==> src/hdl/bsd_pkg.sv <==
// ----------------------------------------------------------------------------
// bsd_pkg: shared types and constants of the BMP stream decoder
// Item structs, status codes and fixed header byte positions.
// ----------------------------------------------------------------------------
package bsd_pkg;

  // Result status codes
  typedef enum logic [2:0] {
    ST_PIXEL     = 3'd0,
    ST_BAD_MAGIC = 3'd1,
    ST_BAD_DEPTH = 3'd2,
    ST_SHORT     = 3'd3,
    ST_BAD_SIZE  = 3'd4
  } status_t;

  typedef struct packed {
    logic [7:0] data_byte;
    logic       end_of_file;
  } in_item_t;

  typedef struct packed {
    status_t     status;
    logic [31:0] pixel_color;
    logic [11:0] pixel_x;
    logic [11:0] pixel_y;
    logic        last_pixel;
  } out_item_t;

  // Header byte positions
  localparam logic [5:0] POS_OFFSET = 6'd10;
  localparam logic [5:0] POS_WIDTH  = 6'd18;
  localparam logic [5:0] POS_HEIGHT = 6'd22;
  localparam logic [5:0] POS_DEPTH  = 6'd28;
  localparam logic [5:0] POS_CHECK  = 6'd53;

  localparam logic [15:0] BMP_MAGIC    = 16'h4D42;
  localparam logic [15:0] DEPTH_24     = 16'd24;
  localparam logic [15:0] DEPTH_32     = 16'd32;
  localparam logic [31:0] MIN_OFFSET   = 32'd54;
  localparam logic [7:0]  ALPHA_OPAQUE = 8'hFF;

endpackage

==> src/hdl/bsd_hdr.sv <==
// ----------------------------------------------------------------------------
// bsd_hdr: header capture and check
// Assembles the little-endian header fields, judges them on the check byte
// and latches the image geometry used by the pixel stage.
// ----------------------------------------------------------------------------
module bsd_hdr #(
  parameter int MAX_DIM = 4096,
  parameter int DW      = 13,
  parameter int BW      = 15
) (
  input  logic             clk,
  input  logic             rst_n,
  input  logic             we,
  input  logic             capture,
  input  logic [5:0]       pos,
  input  logic [7:0]       data_byte,
  output bsd_pkg::status_t err,
  output logic [31:0]      offset_o,
  output logic [DW-1:0]    width_o,
  output logic [DW-1:0]    mag_o,
  output logic [BW-1:0]    stride_o,
  output logic             bpp32_o,
  output logic             bottom_up_o
);
  import bsd_pkg::*;

  logic [15:0]   magic_r;
  logic [31:0]   offset_r;
  logic [31:0]   width_r;
  logic [31:0]   height_r;
  logic [15:0]   depth_r;
  logic [DW-1:0] width_o_r;
  logic [DW-1:0] mag_o_r;
  logic [BW-1:0] stride_o_r;
  logic          bpp32_o_r;
  logic          bottom_up_o_r;

  logic [5:0]  d_off;
  logic [5:0]  d_wid;
  logic [5:0]  d_hgt;
  logic [5:0]  d_dep;
  logic [31:0] mag;
  logic        is32;
  logic [BW:0] span;
  logic [BW:0] stride_full;

  assign d_off = pos - POS_OFFSET;
  assign d_wid = pos - POS_WIDTH;
  assign d_hgt = pos - POS_HEIGHT;
  assign d_dep = pos - POS_DEPTH;

  always_ff @(posedge clk) begin
    if (we) begin
      if (pos < 6'd2) begin
        magic_r[{pos[0], 3'b000} +: 8] <= data_byte;
      end else if (d_off < 6'd4) begin
        offset_r[{d_off[1:0], 3'b000} +: 8] <= data_byte;
      end else if (d_wid < 6'd4) begin
        width_r[{d_wid[1:0], 3'b000} +: 8] <= data_byte;
      end else if (d_hgt < 6'd4) begin
        height_r[{d_hgt[1:0], 3'b000} +: 8] <= data_byte;
      end else if (d_dep < 6'd2) begin
        depth_r[{d_dep[0], 3'b000} +: 8] <= data_byte;
      end
    end
  end

  assign mag  = height_r[31] ? (~height_r + 32'd1) : height_r;
  assign is32 = (depth_r == DEPTH_32);

  always_comb begin
    if (magic_r != BMP_MAGIC) begin
      err = ST_BAD_MAGIC;
    end else if (depth_r != DEPTH_24 && depth_r != DEPTH_32) begin
      err = ST_BAD_DEPTH;
    end else if (width_r == 32'd0 || width_r > 32'(MAX_DIM) || mag == 32'd0 ||
                 mag > 32'(MAX_DIM) || offset_r < MIN_OFFSET) begin
      err = ST_BAD_SIZE;
    end else begin
      err = ST_PIXEL;
    end
  end

  // Row stride: bytes per row rounded up to a multiple of four
  always_comb begin
    if (is32) begin
      span = (BW + 1)'({width_r[DW-1:0], 2'b00});
    end else begin
      span = (BW + 1)'(width_r[DW-1:0]) + (BW + 1)'({width_r[DW-1:0], 1'b0});
    end
    stride_full = (span + (BW + 1)'(3)) & ~((BW + 1)'(3));
  end

  always_ff @(posedge clk) begin
    if (!rst_n) begin
      width_o_r     <= '0;
      mag_o_r       <= '0;
      stride_o_r    <= '0;
      bpp32_o_r     <= 1'b0;
      bottom_up_o_r <= 1'b0;
    end else if (capture) begin
      width_o_r     <= width_r[DW-1:0];
      mag_o_r       <= mag[DW-1:0];
      stride_o_r    <= stride_full[BW-1:0];
      bpp32_o_r     <= is32;
      bottom_up_o_r <= ~height_r[31];
    end
  end

  assign offset_o    = offset_r;
  assign width_o     = width_o_r;
  assign mag_o       = mag_o_r;
  assign stride_o    = stride_o_r;
  assign bpp32_o     = bpp32_o_r;
  assign bottom_up_o = bottom_up_o_r;

endmodule

==> src/hdl/bsd_pix.sv <==
// ----------------------------------------------------------------------------
// bsd_pix: pixel assembly
// Gathers BGR/BGRA bytes into ARGB, tracks column, row and padding, and
// applies the color key.
// ----------------------------------------------------------------------------
module bsd_pix #(
  parameter int DW = 13,
  parameter int BW = 15
) (
  input  logic                clk,
  input  logic                rst_n,
  input  logic                start,
  input  logic                en,
  input  logic [7:0]          data_byte,
  input  logic [23:0]         color_key,
  input  logic [DW-1:0]       width,
  input  logic [DW-1:0]       mag,
  input  logic [BW-1:0]       stride,
  input  logic                bpp32,
  input  logic                bottom_up,
  output logic                pix_v,
  output bsd_pkg::out_item_t  pix,
  output logic                done
);
  import bsd_pkg::*;

  logic [23:0]   gather_r, gather_nxt;
  logic [1:0]    k_r, k_nxt;
  logic [DW-1:0] col_r, col_nxt;
  logic [BW-1:0] bir_r, bir_nxt;
  logic [DW-1:0] row_r, row_nxt;

  logic          in_span;
  logic [1:0]    last_lane;
  logic [31:0]   color;
  logic [DW-1:0] y;
  logic          last;
  logic [BW-1:0] bir_inc;
  logic          row_end;
  logic [DW-1:0] row_inc;
  logic [31:0]   x_ext;
  logic [31:0]   y_ext;

  assign in_span   = (col_r < width);
  assign last_lane = bpp32 ? 2'd3 : 2'd2;
  assign pix_v     = en && in_span && (k_r == last_lane);
  assign y         = bottom_up ? (mag - DW'(1) - row_r) : row_r;
  assign last      = (col_r == width - DW'(1)) && (row_r == mag - DW'(1));
  assign bir_inc   = bir_r + BW'(1);
  assign row_end   = (bir_inc == stride);
  assign row_inc   = row_r + DW'(1);
  assign done      = en && ((pix_v && last) || (row_end && row_inc >= mag));

  always_comb begin
    color = bpp32 ? {data_byte, gather_r} : {ALPHA_OPAQUE, data_byte, gather_r[15:0]};
    if (color_key != 24'd0 && color[23:0] == color_key) begin
      color = 32'd0;
    end
    x_ext           = 32'(col_r);
    y_ext           = 32'(y);
    pix             = '0;
    pix.status      = ST_PIXEL;
    pix.pixel_color = color;
    pix.pixel_x     = x_ext[11:0];
    pix.pixel_y     = y_ext[11:0];
    pix.last_pixel  = last;
  end

  always_comb begin
    gather_nxt = gather_r;
    k_nxt      = k_r;
    col_nxt    = col_r;
    bir_nxt    = bir_r;
    row_nxt    = row_r;
    if (start) begin
      gather_nxt = '0;
      k_nxt      = '0;
      col_nxt    = '0;
      bir_nxt    = '0;
      row_nxt    = '0;
    end else if (en) begin
      if (in_span) begin
        if (k_r != 2'd3) begin
          gather_nxt[{k_r, 3'b000} +: 8] = data_byte;
        end
        if (k_r == last_lane) begin
          gather_nxt = '0;
          k_nxt      = '0;
          col_nxt    = col_r + DW'(1);
        end else begin
          k_nxt = k_r + 2'd1;
        end
      end
      if (row_end) begin
        // wrap to the next file row
        bir_nxt = '0;
        row_nxt = row_inc;
        col_nxt = '0;
        k_nxt   = '0;
      end else begin
        bir_nxt = bir_inc;
      end
    end
  end

  always_ff @(posedge clk) begin
    if (!rst_n) begin
      gather_r <= '0;
      k_r      <= '0;
      col_r    <= '0;
      bir_r    <= '0;
      row_r    <= '0;
    end else begin
      gather_r <= gather_nxt;
      k_r      <= k_nxt;
      col_r    <= col_nxt;
      bir_r    <= bir_nxt;
      row_r    <= row_nxt;
    end
  end

`ifndef ASSERT_OFF
  a_pix_bounds: assert property (@(posedge clk) disable iff (!rst_n)
    en |-> (bir_r < stride && col_r <= width && row_r < mag))
    else $error("pixel counters out of image bounds");
`endif

endmodule

==> src/hdl/bsd_obuf.sv <==
// ----------------------------------------------------------------------------
// bsd_obuf: result register with skid stage
// Holds results while the receiver stalls; stalls the input only when both
// entries are full.
// ----------------------------------------------------------------------------
module bsd_obuf (
  input  logic               clk,
  input  logic               rst_n,
  input  logic               res_v,
  input  bsd_pkg::out_item_t res,
  output logic               in_stall,
  output logic               out_valid,
  output bsd_pkg::out_item_t out_data,
  input  logic               out_stall
);
  import bsd_pkg::*;

  logic      out_v_r;
  logic      skid_v_r;
  out_item_t out_d_r;
  out_item_t skid_d_r;

  always_ff @(posedge clk) begin
    if (!rst_n) begin
      out_v_r  <= 1'b0;
      skid_v_r <= 1'b0;
    end else if (!out_v_r || !out_stall) begin
      // output slot frees: drain skid first, else take the new result
      if (skid_v_r) begin
        out_v_r  <= 1'b1;
        skid_v_r <= 1'b0;
      end else begin
        out_v_r <= res_v;
      end
    end else if (res_v) begin
      skid_v_r <= 1'b1;
    end
  end

  always_ff @(posedge clk) begin
    if (!out_v_r || !out_stall) begin
      out_d_r <= skid_v_r ? skid_d_r : res;
    end else if (res_v) begin
      skid_d_r <= res;
    end
  end

  assign in_stall  = skid_v_r;
  assign out_valid = out_v_r;
  assign out_data  = out_d_r;

`ifndef ASSERT_OFF
  a_skid_needs_out: assert property (@(posedge clk) disable iff (!rst_n)
    skid_v_r |-> out_v_r)
    else $error("skid entry held while output register is empty");
`endif

endmodule

==> src/hdl/bmp_stream_decoder_color_key_unit.sv <==
// ----------------------------------------------------------------------------
// bmp_stream_decoder_color_key_unit: streaming 24/32 bpp BMP decoder
// Parses the header, skips to the pixel data and emits keyed ARGB pixels.
// ----------------------------------------------------------------------------
// Usage:
//   in_*   : one file byte per item, end_of_file set on the final byte.
//   out_*  : zero or one result per byte: a pixel with its column and row
//            (row flipped for bottom-up images), or one error status.
//   cfg_*  : 24-bit color key; cfg_ready is always high. Write only while
//            no file is in flight. Zero disables keying.
// Timing:
//   One byte is accepted per cycle unless in_stall is high. Its result is
//   registered before out_valid shows it. The per-byte work is a single
//   register-to-register pass over the phase, counter and header registers.
// Stall:
//   A result register plus one skid entry sit at the output. The input keeps
//   flowing while the result register waits; in_stall rises only when the
//   skid entry is also occupied, and drops as soon as it drains.
// Reset:
//   rst_n (synchronous, active low) returns to the header phase, clears the
//   byte position and pixel counters, empties the output and zeroes the key.
// ----------------------------------------------------------------------------
module bmp_stream_decoder_color_key_unit #(
  parameter int MAX_DIM = 4096
) (
  input  logic               clk,
  input  logic               rst_n,
  input  logic               in_valid,
  output logic               in_stall,
  input  bsd_pkg::in_item_t  in_data,
  output logic               out_valid,
  input  logic               out_stall,
  output bsd_pkg::out_item_t out_data,
  input  logic               cfg_valid,
  output logic               cfg_ready,
  input  logic [23:0]        cfg_data
);
  import bsd_pkg::*;

  // coordinate and row-byte counter widths
  localparam int DW = $clog2(MAX_DIM + 1);
  localparam int BW = $clog2(4 * MAX_DIM + 1);

  typedef enum logic [1:0] {
    PH_HEADER,
    PH_SKIP,
    PH_PIXELS,
    PH_DROP
  } phase_t;

  phase_t      phase_r, phase_nxt;
  logic [31:0] bpos_r, bpos_nxt;
  logic [23:0] color_key_r;

  logic        acc;
  logic [31:0] bp_inc;
  logic        hdr_we;
  logic        hdr_cap;
  status_t     hdr_err;
  logic [31:0] offset;
  logic [DW-1:0] width;
  logic [DW-1:0] mag;
  logic [BW-1:0] stride;
  logic        bpp32;
  logic        bottom_up;
  logic        pix_start;
  logic        pix_en;
  logic        pix_v;
  out_item_t   pix_item;
  logic        pix_done;
  logic        res_v;
  out_item_t   res;

  assign acc       = in_valid && !in_stall;
  assign cfg_ready = 1'b1;
  assign bp_inc    = bpos_r + 32'd1;
  assign hdr_we    = acc && (phase_r == PH_HEADER);
  assign hdr_cap   = hdr_we && (bpos_r == 32'(POS_CHECK));
  assign pix_start = hdr_cap && (hdr_err == ST_PIXEL);
  assign pix_en    = acc && (phase_r == PH_PIXELS);

  bsd_hdr #(
    .MAX_DIM (MAX_DIM),
    .DW      (DW),
    .BW      (BW)
  ) u_hdr (
    .clk         (clk),
    .rst_n       (rst_n),
    .we          (hdr_we),
    .capture     (hdr_cap),
    .pos         (bpos_r[5:0]),
    .data_byte   (in_data.data_byte),
    .err         (hdr_err),
    .offset_o    (offset),
    .width_o     (width),
    .mag_o       (mag),
    .stride_o    (stride),
    .bpp32_o     (bpp32),
    .bottom_up_o (bottom_up)
  );

  bsd_pix #(
    .DW (DW),
    .BW (BW)
  ) u_pix (
    .clk       (clk),
    .rst_n     (rst_n),
    .start     (pix_start),
    .en        (pix_en),
    .data_byte (in_data.data_byte),
    .color_key (color_key_r),
    .width     (width),
    .mag       (mag),
    .stride    (stride),
    .bpp32     (bpp32),
    .bottom_up (bottom_up),
    .pix_v     (pix_v),
    .pix       (pix_item),
    .done      (pix_done)
  );

  // Phase sequencing and result selection for the accepted byte
  always_comb begin
    phase_nxt  = phase_r;
    bpos_nxt   = bpos_r;
    res_v      = 1'b0;
    res        = '0;
    res.status = ST_PIXEL;
    if (acc) begin
      bpos_nxt = bp_inc;
      case (phase_r)
        PH_HEADER: begin
          if (hdr_cap) begin
            if (hdr_err != ST_PIXEL) begin
              res_v      = 1'b1;
              res.status = hdr_err;
              phase_nxt  = PH_DROP;
            end else begin
              phase_nxt = (offset == MIN_OFFSET) ? PH_PIXELS : PH_SKIP;
            end
          end
        end
        PH_SKIP: begin
          // leave skip on the byte just before the pixel data
          if (bp_inc == offset) begin
            phase_nxt = PH_PIXELS;
          end
        end
        PH_PIXELS: begin
          if (pix_v) begin
            res_v = 1'b1;
            res   = pix_item;
          end
          if (pix_done) begin
            phase_nxt = PH_DROP;
          end
        end
        PH_DROP: begin
          phase_nxt = PH_DROP;
        end
        default: begin
          phase_nxt = PH_HEADER;
        end
      endcase
      // end of file: report a short file unless already done or in error, then rewind
      if (in_data.end_of_file) begin
        if (phase_nxt != PH_DROP) begin
          res_v      = 1'b1;
          res        = '0;
          res.status = ST_SHORT;
        end
        phase_nxt = PH_HEADER;
        bpos_nxt  = '0;
      end
    end
  end

  always_ff @(posedge clk) begin
    if (!rst_n) begin
      phase_r     <= PH_HEADER;
      bpos_r      <= '0;
      color_key_r <= '0;
    end else begin
      phase_r <= phase_nxt;
      bpos_r  <= bpos_nxt;
      if (cfg_valid && cfg_ready) begin
        color_key_r <= cfg_data;
      end
    end
  end

  bsd_obuf u_obuf (
    .clk       (clk),
    .rst_n     (rst_n),
    .res_v     (res_v),
    .res       (res),
    .in_stall  (in_stall),
    .out_valid (out_valid),
    .out_data  (out_data),
    .out_stall (out_stall)
  );

`ifndef ASSERT_OFF
  a_err_clean: assert property (@(posedge clk) disable iff (!rst_n)
    (out_valid && out_data.status != ST_PIXEL) |->
      (out_data.pixel_color == 32'd0 && !out_data.last_pixel))
    else $error("error result carries pixel data");

  a_skip_range: assert property (@(posedge clk) disable iff (!rst_n)
    (phase_r == PH_SKIP) |-> (bpos_r < offset && offset > MIN_OFFSET))
    else $error("skip phase past the pixel data offset");
`endif

endmodule

==> config.mk <==
export PLATFORM = sky130hd
export DESIGN_NAME = bmp_stream_decoder_color_key_unit
export DESIGN_NICKNAME = d
export VERILOG_FILES = /design/src/hdl/bsd_pkg.sv /design/src/hdl/bsd_hdr.sv /design/src/hdl/bsd_pix.sv /design/src/hdl/bsd_obuf.sv /design/src/hdl/bmp_stream_decoder_color_key_unit.sv
export SDC_FILE = /design/constraint.sdc
export NUM_CORES = 1
export LEC_CHECK = 0
export BUFFER_PORTS_ARGS = -buffer_cell sky130_fd_sc_hd__buf_2
export CORE_MARGIN = 1
export CORE_UTILIZATION = 39
export CTS_CLUSTER_DIAMETER = 100
export CTS_CLUSTER_SIZE = 10
export DETAILED_ROUTE_END_ITERATION = 6
export PLACE_DENSITY = 0.65
export SYNTH_ARGS = -nofsm -noshare
export SYNTH_HDL_FRONTEND = slang
export SYNTH_HIERARCHICAL = 1
export SYNTH_SLANG_ARGS = --single-unit
==> constraint.sdc <==
create_clock -name clk -period 7 [get_ports clk]
set_input_delay 0.35 -clock clk [delete_from_list [all_inputs] [get_ports clk]]
set_output_delay 0.35 -clock clk [all_outputs]
set_load 0.02 [all_outputs]
======== Word-level counts from Yosys, hierarchy flattened ========
Index checks and enable logic that the tools add are counted.
Widths: inputs -> output; s select.
storage, ports and cells
  word-level logic and storage cells ...... 191
  register bits ........................... 416
cells by class
  shifts and indexed selects .............. 12
  add/sub/neg operators ................... 21
  bitwise logic cells ..................... 8
  $lt $le $gt $ge ......................... 10
  equal/unequal tests ..................... 17
  mux-type cells .......................... 50
  reduce and logical (&&, ||, !) cells .... 43
operator list
  kind                    count
  $mux 60                 4
  $mux 32                 4
  $mux 57                 2
  $bwmux 32               3
  $shift 8x7->32 const A  3
  $shiftx 8x7->32         3
  $add 32x1->32 const B   2
  $eq 32x6->1 const B     2
  $gt 32x13->1 const B    2
  $logic_not 32->1        2
  $mux 24                 2
  $mux 13                 3
  $bwmux 16               2
  $eq 32x32->1            1
  $lt 32x6->1 const B     1
  $not 32->32             1
  $shift 8x6->16 const A  2
  $shiftx 8x6->16         2
  $mux 15                 2
  $neg 5->7               4
  $add 13x1->13 const B   2
  $eq 13x13->1            2
  $sub 13x1->13 const B   2
  $bwmux 24               1
  other kinds (46)        107

======== Depth between registers and ports, before layout ========
  depth after elaboration ................. 20
  gate-level depth with buffers ........... 19
  depth with buffers taken out ............ 19

======== Modules after synthesis ========
Netlist, hierarchy kept.
by module, submodules not included
  module                             seq. area each (um2)  instances  area each (um2)  cells an instance
  bsd_hdr                            4,664.5               1          8,091.5          727
  bsd_pix                            1,341.3               1          6,476.2          873
  bsd_obuf                           3,643.5               1          4,708.3          194
  bmp_stream_decoder_color_key_unit  1,161.1               1          4,352.9          584

======== Worst setup path after synthesis ========
OpenSTA, ideal clock, no wires.
  path kind ............................... flip-flop to flip-flop
  start point ............................. reg u_hdr.height_r[8]
  end point ............................... reg u_obuf/skid_d_r[0] (netlist name) (enable)
  required time ........................... 6.576 ns
  stages on the path, launching flop included .. 15
  arrival ................................. 4.789 ns
  path slack .............................. 1.787 ns
  setup time .............................. 0.424 ns
  cell sequence ........................... edfxtp_1 > clkbuf_1 > or4_1 > or2_1 > nor3_2 > nor3b_1 > a221o_1 > or4_1 > nor4_1 > a31oi_1 > or3_1 > a21oi_1 > nand2_1 > nand2_1 > and3_1
between the ends
  word-level cells in the longest chain between the ends .. 20
RTL lines
  what                                                                  line                                      source
  start: declaration                                                    bsd_hdr.sv:30                             logic [31:0] height_r;
  start signal: indexed assignment                                      bsd_hdr.sv:61                             height_r[{d_hgt[1:0], 3'b000} +: 8] <= data_byte;
  $not 32->32                                                           bsd_hdr.sv:68                             assign mag = height_r[31] ? (~height_r + 32'd1) : height_r;
  $add 32x1->32                                                         bsd_hdr.sv:68
  $mux 32 *                                                             bsd_hdr.sv:68
  parallel branches: the longest is 2 deep, another holds $gt 32x13->1  n/a
  $logic_or 1x1->1 *                                                    bsd_hdr.sv:76                             end else if (width_r == 32'd0 || width_r > 32'(MAX_DIM) || mag == 32'd0 ||
  $logic_or 1x1->1 *                                                    bsd_hdr.sv:77                             mag > 32'(MAX_DIM) || offset_r < MIN_OFFSET) begin
  $mux 3 *                                                              bsd_hdr.sv:76
  $mux 3 *                                                              bsd_hdr.sv:74                             end else if (depth_r != DEPTH_24 && depth_r != DEPTH_32) begin
  [... 1 more ...]                                                      n/a
  via hdr_err[2]                                                        bmp_stream_decoder_color_key_unit.sv:59   status_t hdr_err;
  [... 3 more ...]                                                      n/a
  $pmux 2 s4                                                            bmp_stream_decoder_color_key_unit.sv:131  case (phase_r)
  $mux 2                                                                bmp_stream_decoder_color_key_unit.sv:129  if (acc) begin
  $ne 2x2->1                                                            bmp_stream_decoder_color_key_unit.sv:167  if (phase_nxt != PH_DROP) begin
  $mux 1                                                                bmp_stream_decoder_color_key_unit.sv:167
  $mux 1 *                                                              bmp_stream_decoder_color_key_unit.sv:166  if (in_data.end_of_file) begin
  $mux 1 *                                                              bmp_stream_decoder_color_key_unit.sv:129
  via res_v                                                             bmp_stream_decoder_color_key_unit.sv:71   logic res_v;
  $reduce_and 2->1 (no source line) *                                   n/a
  end signal: assignment                                                bsd_obuf.sv:44                            skid_d_r <= res;
  end: declaration                                                      bsd_obuf.sv:21                            out_item_t skid_d_r;
Mark *: on every way through the listed nets, which the timed path passes. The select of a mux whose other input is x is not followed.
A chain may end at the register's enable or synchronous reset.

======== Worst setup path in the final report ========
  start point ............................. reg u_hdr.height_r[8]
  end point ............................... reg u_obuf/skid_d_r[7] (netlist name) (enable)
Same word-level chain as after synthesis.

==> flow_metrics.tcl <==
set metrics [dict create \
    ir_drop_mv 0.162 \
    combPwrFrac 0.040 \
    synth_cell_types 96 \
    timing.final.crit_share 0.802 \
    cp_slowest_cell "and3_2" \
    nFillCells 5595 \
    die_h_um 248 \
    ys_seq_elements 416 \
    grt_pass1_wl_mm 92.6 \
    synth.avg_cell_area_um2 9.94 \
    yosysSeqAreaShare 0.458 \
    post-route-min-period_ps 5620 \
    viasPerCell 5.60 \
    tightest_slew_ps 1220 \
    rsz0062_at_grt "no" \
    grt_max_degree 62 \
    clockPowerShare 0.443 \
    h-tree-depth 2 \
    yosys-top-cells-area "edfxtp_1 (32%), dfxtp_1 (14%), ha_1 (4.0%)" \
    pwr-share-seq 0.516 \
    endpoint_kind "flip-flop" \
    cp.buffers_inverters 1 \
    async_flop_share 0 \
    initial_core_util 0.397 \
    coreArea_mm2 0.0595 \
    setup_viol 0 \
    syn2layout_area_growth_pct 10.1 \
    yosysWarnings 6 \
    yosysTopAreaCell "edfxtp_1" \
    fin_nets 2534 \
    drive_gt1_frac 0.114 \
    p_sw_mw 1.13 \
    maxCapViolations 0 \
    crit_fanout 37 \
    drc_errors 0 \
    crit_type "reg2reg" \
    io-pin-count 101 \
    routed_wl_mm 58.9 \
    clkSlewWorstSetupHoldPaths_ps 60 \
    synth_ff_type "edfxtp_1" \
    switching_share 0.223 \
    p_leak_nw 9.54 \
    power.internal_mw 3.96 \
    cts_made_buffers 47 \
    startpoint_type "flip-flop" \
    gp_congestion 0.941 \
    clockBufferDepth 3 \
    hold_class "in2reg" \
    outcome "complete, no violations" \
    whs_ps 19.5 \
    synth_top_area_frac 0.315 \
    final-hold-violation-count 0 \
    netlist_top_cells_count "edfxtp_1 (248), nor2_1 (210), dfxtp_1 (168)" \
    cts_sinks 416 \
    synth_most_common_cell "edfxtp_1" \
    synth-edff-count 248 \
    num_rows 89 \
    syn_area_mm2 0.0236 \
    power.density_mw_per_mm2 196 \
    clock_latency_ps 590 \
    io_buffer_count 99 \
    ctsResizeCount 0 \
    max_freq_mhz 178 \
    slew-limit-headroom 0.185 \
    clockRootBuffer "clkbuf_16" \
    overflow 0 \
    tritoncts "built" \
    finalSetupTns_ps 0 \
    grt_pass1_vias 16900 \
    worstPathCellList "or4_1 > or2_1 > nor3_2 > nor3b_1 > a221o_1 > or4_1 > nor4_1 > a31oi_1 > or3_1 > a21oi_1 > nand2_1 > nand2_1 > and3_2 > buf_4" \
    pre_cts_ws_ps 1550 \
    multiInputGateArea_mm2 0.0116 \
    dieArea_mm2 0.0616 \
    cp_top_family "simple AND/OR/NAND/NOR gates" \
    vias 18100 \
    grtUsageTotal 0.187 \
    ff_latch_area_mm2 0.0108 \
    syn_inst 2378 \
    dieWidth_um 248 \
    setup_ws_ps 1380 \
    crit_required_ps 7260 \
    final_util 0.437 \
    detail-route-antenna-nets 0 \
    dp_hpwl_mm 42.6 \
    dr.pass1.iters 7 \
    cp.arrival_ps 5870 \
    slowest_delay_ps 760 \
    skew_ps 31.6 \
    slew_violations 0 \
    drt-wirelength-per-cell_um 18.2 \
    antenna_found_initial 1 \
    drtIter0Drc 1675 \
]
==> power groups by stage <==
stage / clock [mW] / sequential (mW) / combinational, mW
after floorplan: 0 / 2.70 / 0.109
after global placement: 0 / 2.68 / 0.192
after CTS: 2.32 / 2.63 / 0.203
after global routing: 2.40 / 2.63 / 0.221
final: 2.26 / 2.63 / 0.205
after detailed placement: 0 / 2.68 / 0.196
==> layout by cell type, fill, tap and decap left out, drive strengths merged, types with 7 or more instances in the layout <==
| cell type | n |
|---|---|
| mux2 | 66 |
| xor2 | 66 |
| nor4b | 10 |
| a211oi | 23 |
| and2 | 77 |
| nor2b | 39 |
| clkbuf | 80 |
| dfxtp | 168 |
| and4 | 20 |
| or2 | 10 |
| nand4 | 54 |
| nor3 | 54 |
| nand3b | 12 |
| o21ai | 98 |
| or4 | 12 |
| ha | 76 |
| a21o | 7 |
| o2111ai | 7 |
| or3 | 23 |
| a31oi | 23 |
| nand2 | 152 |
| a21oi | 122 |
| o211ai | 20 |
| o31ai | 13 |
| xnor2 | 98 |
| mux2i | 65 |
| nand3 | 86 |
| inv | 115 |
| nor4 | 79 |
| nor2 | 213 |
| nor3b | 7 |
| and3 | 32 |
| buf | 118 |
| dlygate4sd3 | 15 |
| nand2b | 44 |
| edfxtp | 248 |
==> logic make-up after synthesis <==
kind of cell | share of synthesized area
and+or+nand+nor | 0.213
DFF | 0.458
AOI/OAI and AO/OA | 0.105
buffers and inverters | 0.0527
xor gates and xnor gates | 0.0608
muxes | 0.0684
adders and majority gates | 0.0419
other | 0.000477
==> per-layer routing <==
metal	up-vias	GRT usage	share of wire
met5	-	0	0
met1	8711	0.259	0.45
li1	8686	-	-
met4	0	0.0558	0.023
met3	95	0.0222	0.056
met2	580	0.306	0.47
==> layout make-up <==
class / count / share of cell area
multi-input combinational: 1705 / 0.447
sequential: 416 / 0.416
clock buffer: 80 / 0.0508
tap: 773 / 0.0372
timing repair buffer: 133 / 0.0303
inverter: 115 / 0.0166
clock inverter: 3 / 0.00212
antenna: 1 / 0.0000962
==> per-stage QoR <==
stage                     area, µm²  total power [mW]  cells
after floorplan               23600              2.80   2381
after global placement        24500              2.87   3127
after detailed placement      24500              2.88   3127
after CTS                     26000              5.15   3225
after global routing          26000              5.25   3226
final                         26000              5.09   3226
==> path summary, 6_finish.rpt <==
kind	startpoint	to	slack [ps]	cells past startpoint
setup reg to reg	u_hdr/height_r[8]	u_obuf/skid_d_r[7]	1380	14
hold / removal	cfg_data[0]	color_key_r[0]	20	3
hold reg to reg	u_pix/gather_r[20]	u_pix/gather_r[20]	470	2
setup / recovery	u_hdr/height_r[8]	u_obuf/skid_d_r[7]	1380	14
==> state kept, by name (all words and copies together), names as in the netlist, 15 cells and up <==
name,flops
u_hdr/offset_o,32
u_obuf/skid_d_r,60
u_pix/gather_r,24
u_hdr/height_r,32
u_hdr/depth_r,16
u_hdr/width_r,32
u_pix/bir_r,15
color_key_r,24
u_obuf/out_data,60
bpos_r,32
u_hdr/magic_r,16
==> timing repair <==
item	CTS	global route
endpoints found under the hold margin	15	0
hold buffers	15	0
endpoints found under the setup margin	0	0
buffers inserted	0	0
==> worst register-to-register path, cell delays in order (launching register included) <==
cell and delay [ps]:
edfxtp_1 510, or4_1 580, or2_1 300, nor3_2 260, nor3b_1 90, a221o_1 270
or4_1 460, nor4_1 430, a31oi_1 290, or3_1 430, a21oi_1 210, nand2_1 110
nand2_1 110, and3_2 760, buf_4 470
Power figures use the tool's default switching activity.
